==> src/rtl/mqss_pkg.sv <==
`timescale 1ns / 1ps
// Shared constants for the multilevel queue slot scheduler: default sizes,
// wrap limit and result status codes. No dependencies.
package mqss_pkg;

  localparam int LEVELS_DEF   = 16;
  localparam int CAPACITY_DEF = 64;
  localparam int WRAP_LIMIT   = 2;

  typedef enum logic [1:0] {
    ST_ENQUEUED = 2'd0,
    ST_DROPPED  = 2'd1,
    ST_GRANTED  = 2'd2,
    ST_NONE     = 2'd3
  } status_t;

endpackage

==> src/rtl/multilevel_queue_slot_scheduler.sv <==
`timescale 1ns / 1ps
// Multilevel queue slot scheduler: per-level occupancy counts in a memory,
// plus a grant scan that walks the levels under a small sequencer.
// Depends on mqss_pkg.
//
// Enqueue steps through S_ENQ_RD, S_ENQ_WR and S_OUT. A grant scan spends
// S_PASS (one memory read) and S_EXAM (one examine) on each level visited,
// at most 2*LEVELS+1 levels. One item at a time: s_tready is high only when idle,
// and the next item is taken the cycle after the result is taken.
// Reset (rst, synchronous): all counts read as zero, level 0, budget LEVELS.
module multilevel_queue_slot_scheduler #(
  parameter int LEVELS         = mqss_pkg::LEVELS_DEF,
  parameter int LEVEL_CAPACITY = mqss_pkg::CAPACITY_DEF
) (
  input  logic       clk,
  input  logic       rst,
  input  logic       s_tvalid,
  output logic       s_tready,
  input  logic [7:0] s_tdata,   // [3:0] level, [7:4] zero
  input  logic       s_tuser,   // [0] req_type
  output logic       m_tvalid,
  input  logic       m_tready,
  output logic [7:0] m_tdata,   // [3:0] granted_level, [7:4] zero
  output logic [1:0] m_tuser    // [1:0] status
);
  import mqss_pkg::*;

  localparam int LW   = (LEVELS > 1) ? $clog2(LEVELS) : 1;
  localparam int CW   = $clog2(LEVELS + 1);
  localparam int EW   = (CW > 4) ? CW : 4;
  localparam int CNTW = (LEVEL_CAPACITY > 1) ? $clog2(LEVEL_CAPACITY + 1) : 1;

  typedef enum logic [2:0] {
    S_IDLE,
    S_ENQ_RD,
    S_ENQ_WR,
    S_PASS,
    S_EXAM,
    S_OUT
  } state_t;

  state_t          state;
  logic [3:0]      lvl;
  logic [CW-1:0]   cur;
  logic [CW-1:0]   budget;
  logic [1:0]      wraps;
  status_t         status;
  logic [3:0]      granted;

  // occupancy store with one valid bit per level
  logic [CNTW-1:0] counts [LEVELS];
  logic [LEVELS-1:0] vld;
  logic [CNTW-1:0] rd_data;
  logic            rd_vld;
  logic [LW-1:0]   rd_addr;
  logic            wr_en;
  logic [LW-1:0]   wr_addr;
  logic [CNTW-1:0] wr_data;

  logic            in_range;
  logic [LW-1:0]   lvl_addr;
  logic [CNTW-1:0] cnt;
  logic            wrap;
  logic [CW-1:0]   cur_inc;

  always_comb begin
    in_range = EW'(lvl) < EW'(LEVELS);
    lvl_addr = LW'(EW'(lvl));
    cnt      = rd_vld ? rd_data : '0;
    wrap     = cur >= CW'(LEVELS);
    cur_inc  = cur + CW'(1);
  end

  always_comb begin
    rd_addr = lvl_addr;
    if (state == S_PASS) begin
      rd_addr = wrap ? '0 : cur[LW-1:0];
    end
  end

  always_comb begin
    wr_en   = 1'b0;
    wr_addr = lvl_addr;
    wr_data = cnt + CNTW'(1);
    if (state == S_ENQ_WR) begin
      wr_en = in_range && (cnt < CNTW'(LEVEL_CAPACITY));
    end else if (state == S_EXAM) begin
      wr_en   = cnt != '0;
      wr_addr = cur[LW-1:0];
      wr_data = cnt - CNTW'(1);
    end
  end

  always_ff @(posedge clk) begin
    rd_data <= counts[rd_addr];
    rd_vld  <= vld[rd_addr];
    if (wr_en) begin
      counts[wr_addr] <= wr_data;
    end
  end

  always_ff @(posedge clk) begin
    if (rst) begin
      vld <= '0;
    end else if (wr_en) begin
      vld[wr_addr] <= 1'b1;
    end
  end

  always_ff @(posedge clk) begin
    if (rst) begin
      state   <= S_IDLE;
      cur     <= '0;
      budget  <= CW'(LEVELS);
      wraps   <= '0;
      lvl     <= '0;
      status  <= ST_ENQUEUED;
      granted <= '0;
    end else begin
      unique case (state)
        S_IDLE: begin
          if (s_tvalid) begin
            lvl     <= s_tdata[3:0];
            granted <= '0;
            wraps   <= '0;
            state   <= s_tuser ? S_PASS : S_ENQ_RD;
          end
        end
        S_ENQ_RD: begin
          state <= S_ENQ_WR;
        end
        S_ENQ_WR: begin
          status <= (in_range && (cnt < CNTW'(LEVEL_CAPACITY))) ? ST_ENQUEUED : ST_DROPPED;
          state  <= S_OUT;
        end
        S_PASS: begin
          // restart at level 0 with a full budget past the top level
          if (wrap) begin
            cur    <= '0;
            budget <= CW'(LEVELS);
            wraps  <= wraps + 2'd1;
          end
          state <= S_EXAM;
        end
        S_EXAM: begin
          if (cnt == '0) begin
            cur    <= cur_inc;
            budget <= CW'(LEVELS) - cur_inc;
            if (wraps == 2'(WRAP_LIMIT)) begin
              status <= ST_NONE;
              state  <= S_OUT;
            end else begin
              state <= S_PASS;
            end
          end else begin
            granted <= 4'(cur);
            status  <= ST_GRANTED;
            if (budget == CW'(1)) begin
              cur    <= cur_inc;
              budget <= CW'(LEVELS) - cur_inc;
            end else begin
              budget <= budget - CW'(1);
            end
            state <= S_OUT;
          end
        end
        S_OUT: begin
          if (m_tready) begin
            state <= S_IDLE;
          end
        end
        default: state <= S_IDLE;
      endcase
    end
  end

  assign s_tready = state == S_IDLE;
  assign m_tvalid = state == S_OUT;
  assign m_tdata  = {4'b0, granted};
  assign m_tuser  = status;

endmodule
==> config.mk <==
export PLATFORM = sky130hd
export DESIGN_NAME = multilevel_queue_slot_scheduler
export DESIGN_NICKNAME = d
export VERILOG_FILES = /design/src/rtl/mqss_pkg.sv /design/src/rtl/multilevel_queue_slot_scheduler.sv
export SDC_FILE = /design/constraint.sdc
export NUM_CORES = 1
export LEC_CHECK = 0
export BUFFER_PORTS_ARGS = -buffer_cell sky130_fd_sc_hd__buf_2
export CAP_MARGIN = 0
export CORE_MARGIN = 5
export CORE_UTILIZATION = 62
export CTS_CLUSTER_SIZE = 16
export DETAILED_ROUTE_END_ITERATION = 10
export GPL_TIMING_DRIVEN = 0
export PLACE_DENSITY = 0.8
export SLEW_MARGIN = 20
export SYNTH_ARGS = -nofsm -noshare
export SYNTH_HDL_FRONTEND = slang
export SYNTH_SLANG_ARGS = --single-unit
export TNS_END_PERCENT = 100
==> constraint.sdc <==
create_clock -name clk -period 3.7 [get_ports clk]
set_clock_uncertainty 0.2 [all_clocks]
set_input_delay 0.185 -clock clk [delete_from_list [all_inputs] [get_ports clk]]
set_output_delay 0.185 -clock clk [all_outputs]
set_load 0.02 [all_outputs]
==> flow_summary_export.csv <==
group,metric,value,unit
worst_setup_path,end_kind,"flip-flop",
global_route,grt_pass1_vias,4839,
detailed_routing,viasPerCell,6.248,
worst_setup_path,critPathArrivalTime,3420,ps
worst_setup_path,startpoint,"rd_data[0]",
detailed_routing,post_drt_wl_per_cell,20.81,um
detailed_routing,first_pass_iters,5,
clock_network,clock_sinks,161,
floorplanning,dieArea,13730,sq um
worst_setup_path,crit_top_cell,"nor2_1",
timing,period_share,96.17,%
clock_network,htree_levels,4,
floorplanning,die_h,117.2,um
logic_synthesis,synth.area.top_cells,"edfxtp_1 47%, dfxtp_1 14%, mux2i_1 11%",
floorplanning,start_util,62.90,%
worst_setup_path,critPathTopFamily,"simple AND/OR/NAND/NOR gates",
power_and_ir_drop,power_density,565.8,nW/um^2
clock_network,cts_root_buf,"clkbuf_16",
layout,synthToLayoutAreaGrowth,14.37,%
logic_synthesis,syn_avg_cell_area,12.30,sq um
timing,rsz0062_at_grt,"true",
detailed_routing,drt_iter0_markers,501,
placed_design,io_buffers,16,
timing,max_slew.worst_pin.slew,788.9,ps
clock_network,ctsLongestPathBuffers,2,
layout,n_antenna_cell,0,
layout,fin_nets,647,
power_and_ir_drop,power_leakage,3.272,nW
logic_synthesis,synth_cells,579,
detailed_routing,dr_wl_met3,1296,um
logic_synthesis,synth_top_area_share,47.23,%
detailed_routing,drc,0,
placed_design,place.gp.congestion,0.8917,
timing,setup_viol,0,
worst_setup_path,path_buf_inv,1,
floorplanning,io_pins,25,
detailed_routing,wl_met1,6603,um
global_route,grt_max_degree,21,
layout,fillers,758,
logic_synthesis,synth_seq_cells,161,
global_route,antenna_found_initial,0,
logic_synthesis,ys_async_sr_fraction,0,%
min_path,holdCritPathClass,"input port to flip-flop",
clock_network,cts_buffers,17,
logic_synthesis,yosys_warnings,0,
worst_setup_path,slowest_delay,660,ps
worst_setup_path,cp-start-kind,"flip-flop",
clock_network,path_clk_slew,60,ps
detailed_routing,wl_met2,7892,um
worst_setup_path,path_cells,"nand2_2 -> ha_1 -> nor3b_1 -> and2_1 -> clkbuf_1 -> nor2_1 -> a21oi_1 -> nor2_1",
floorplanning,fp.dieW,117.2,um
timing,fmax,281.0,MHz
global_route,grt_util_all_layers,24.96,%
worst_setup_path,required,3560,ps
worst_setup_path,criticalPathCategory,"flip-flop to flip-flop",
clock_network,cts_tree,"built",
run_status,outcome,"completed",
detailed_routing,vias,4892,
timing,slew_headroom,47.37,%
global_route,grt_first_pass_wirelength,25440,um
detailed_routing,wl,16300,um
timing,timing.hold.ws,30.94,ps
worst_setup_path,critPathSlowestCell,"nor2_1",
floorplanning,core,11320,sq um
detailed_routing,dr.max_layer_used,"met4",
timing,hold_viol,0,
layout,layout-drive-gt1-share,12.34,%
logic_synthesis,synth_cell_types,53,
logic_synthesis,syn_area,7121,sq um
timing,post-route-min-period,3558,ps
timing,final-max-slew-violation-count,0,
logic_synthesis,seq_area_frac_synth,61.01,%
global_route,overflow,0,
detailed_routing,ant_nets,0,
logic_synthesis,synth-edff-count,112,
job,maxCapViolCount,0,
logic_synthesis,synth_top_area_cell,"edfxtp_1",
floorplanning,row_count,39,
power_and_ir_drop,vdd_drop_max,0.5739,mV
timing,tns,0,ps
worst_setup_path,cp_max_fo,20,
worst_setup_path,timing.rr.start,"rd_data[0]",
clock_network,clk_latency,430,ps
logic_synthesis,ys.flop_type,"edfxtp_1",
min_path,min-delay-start,"rst",
placed_design,dpl.hpwl,10960,um
==> per-layer routing <==
metal,vias up,track usage (%)
met3,50,7.044
met5,-,0
met2,248,41.06
met1,2324,31.00
li1,2270,-
met4,0,10.63
==> kinds of logic (layout without fill, tap and decap cells) <==
logic type	Yosys count	after routing	share of synthesized area [%]
xor gates and xnor gates	5	5	0.6150
and+or+nand+nor	150	150	11.21
buffers and inverters	58	116	4.042
adders and majority gates	7	7	1.230
DFF	161	161	61.01
other	1	4	0.05266
muxes	81	81	11.49
AOI/OAI and AO/OA	116	116	10.35
==> cell usage in the layout, fill, tap and decap left out, drive strengths merged, types with 2 or more instances in the layout <==
master	instances
or3	4
buf	32
nor4	4
and3b	3
nor3	14
nor3b	8
o22ai	34
mux2	6
nand3b	4
nand2	32
ha	7
clkbuf	48
and3	2
nand3	10
a22oi	4
dlygate4sd3	6
nand2b	12
nand4	3
a32oi	2
clkinv	3
nor2	33
conb	4
edfxtp	112
mux2i	75
a21oi	32
xor2	4
o21ai	12
o31ai	10
nor2b	5
a211oi	3
dfxtp	49
inv	26
o21bai	8
or4	9
and2	3
==> through the flow <==
stage	std cells	power (mW)	area [sq um]	setup slack (ps)	utilization, %
after floorplan	582	2.599	7132	876.4	-
after global placement	741	2.761	7391	-43.00	65.29
after detailed placement	744	2.794	7421	-193.5	65.55
after CTS	782	4.605	8134	203.8	71.85
after global routing	783	4.765	8144	-74.64	71.94
final	783	4.608	8144	141.6	71.94
==> layout make-up <==
| cell class | instances | area [sq um] | area share, % |
|---|---|---|---|
| Sequential cell | 161 | 4344 | 53.34 |
| Timing Repair Buffer | 26 | 170.2 | 2.089 |
| Buffer | 33 | 193.9 | 2.381 |
| Tap cell | 143 | 178.9 | 2.197 |
| Multi-Input combinational cell | 363 | 2527 | 31.03 |
| Inverter | 25 | 93.84 | 1.152 |
| Clock inverter | 5 | 57.56 | 0.7067 |
| Clock buffer | 27 | 578.1 | 7.098 |
==> sequential cells by signal, indices dropped and copies added (netlist names) <==
| register | cells |
|---|---|
| budget | 5 |
| counts | 112 |
| cur | 5 |
| granted | 4 |
| lvl | 4 |
| m_tuser | 2 |
| rd_data | 7 |
| rd_vld | 1 |
| state | 3 |
| vld | 16 |
| wraps | 2 |
==> synth_stat cells (7+ instances only) <==
library cell and number:
nand3_1 10, a21oi_1 32, dfxtp_1 49, o22ai_1 34, o31ai_1 9, mux2i_1 75, nand2_1 32, nor2_1 33
o21ai_0 12, inv_1 25, buf_6 7, ha_1 7, or4_1 9, clkbuf_1 20, edfxtp_1 112, nand2b_1 12
nor3b_1 7, nor3_1 14, o21bai_1 8
==> power breakdown <==
group / switching (mW) / internal, mW
clock network: 0.677 / 1.14
logic: 0.424 / 0.246
registers: 0.0680 / 2.05
==> worst register-to-register path, stage by stage (launching register included) <==
cell and delay (ps):
dfxtp_1 460, nand2_2 360, ha_1 360, nor3b_1 150
and2_1 170, clkbuf_1 160, nor2_1 340, a21oi_1 320
nor2_1 660
==> final timing paths <==
kind / endpoint / slack [ps] / depth (start not counted)
setup / recovery: counts[4][0] / 140 / 8
hold / removal: budget[3] / 30 / 4
setup reg to reg: counts[4][0] / 140 / 8
hold reg to reg: vld[7] / 250 / 2
==> what timing repair did <==
action                                  4_1_cts  5_1_grt
resized for setup                             5        1
hold buffers                                  6        0
hold endpoints to repair                      9        0
buffers inserted                              0        0
cloned                                        0        0
endpoints found under the setup margin       63       25
(Power assumes the default switching activity.)
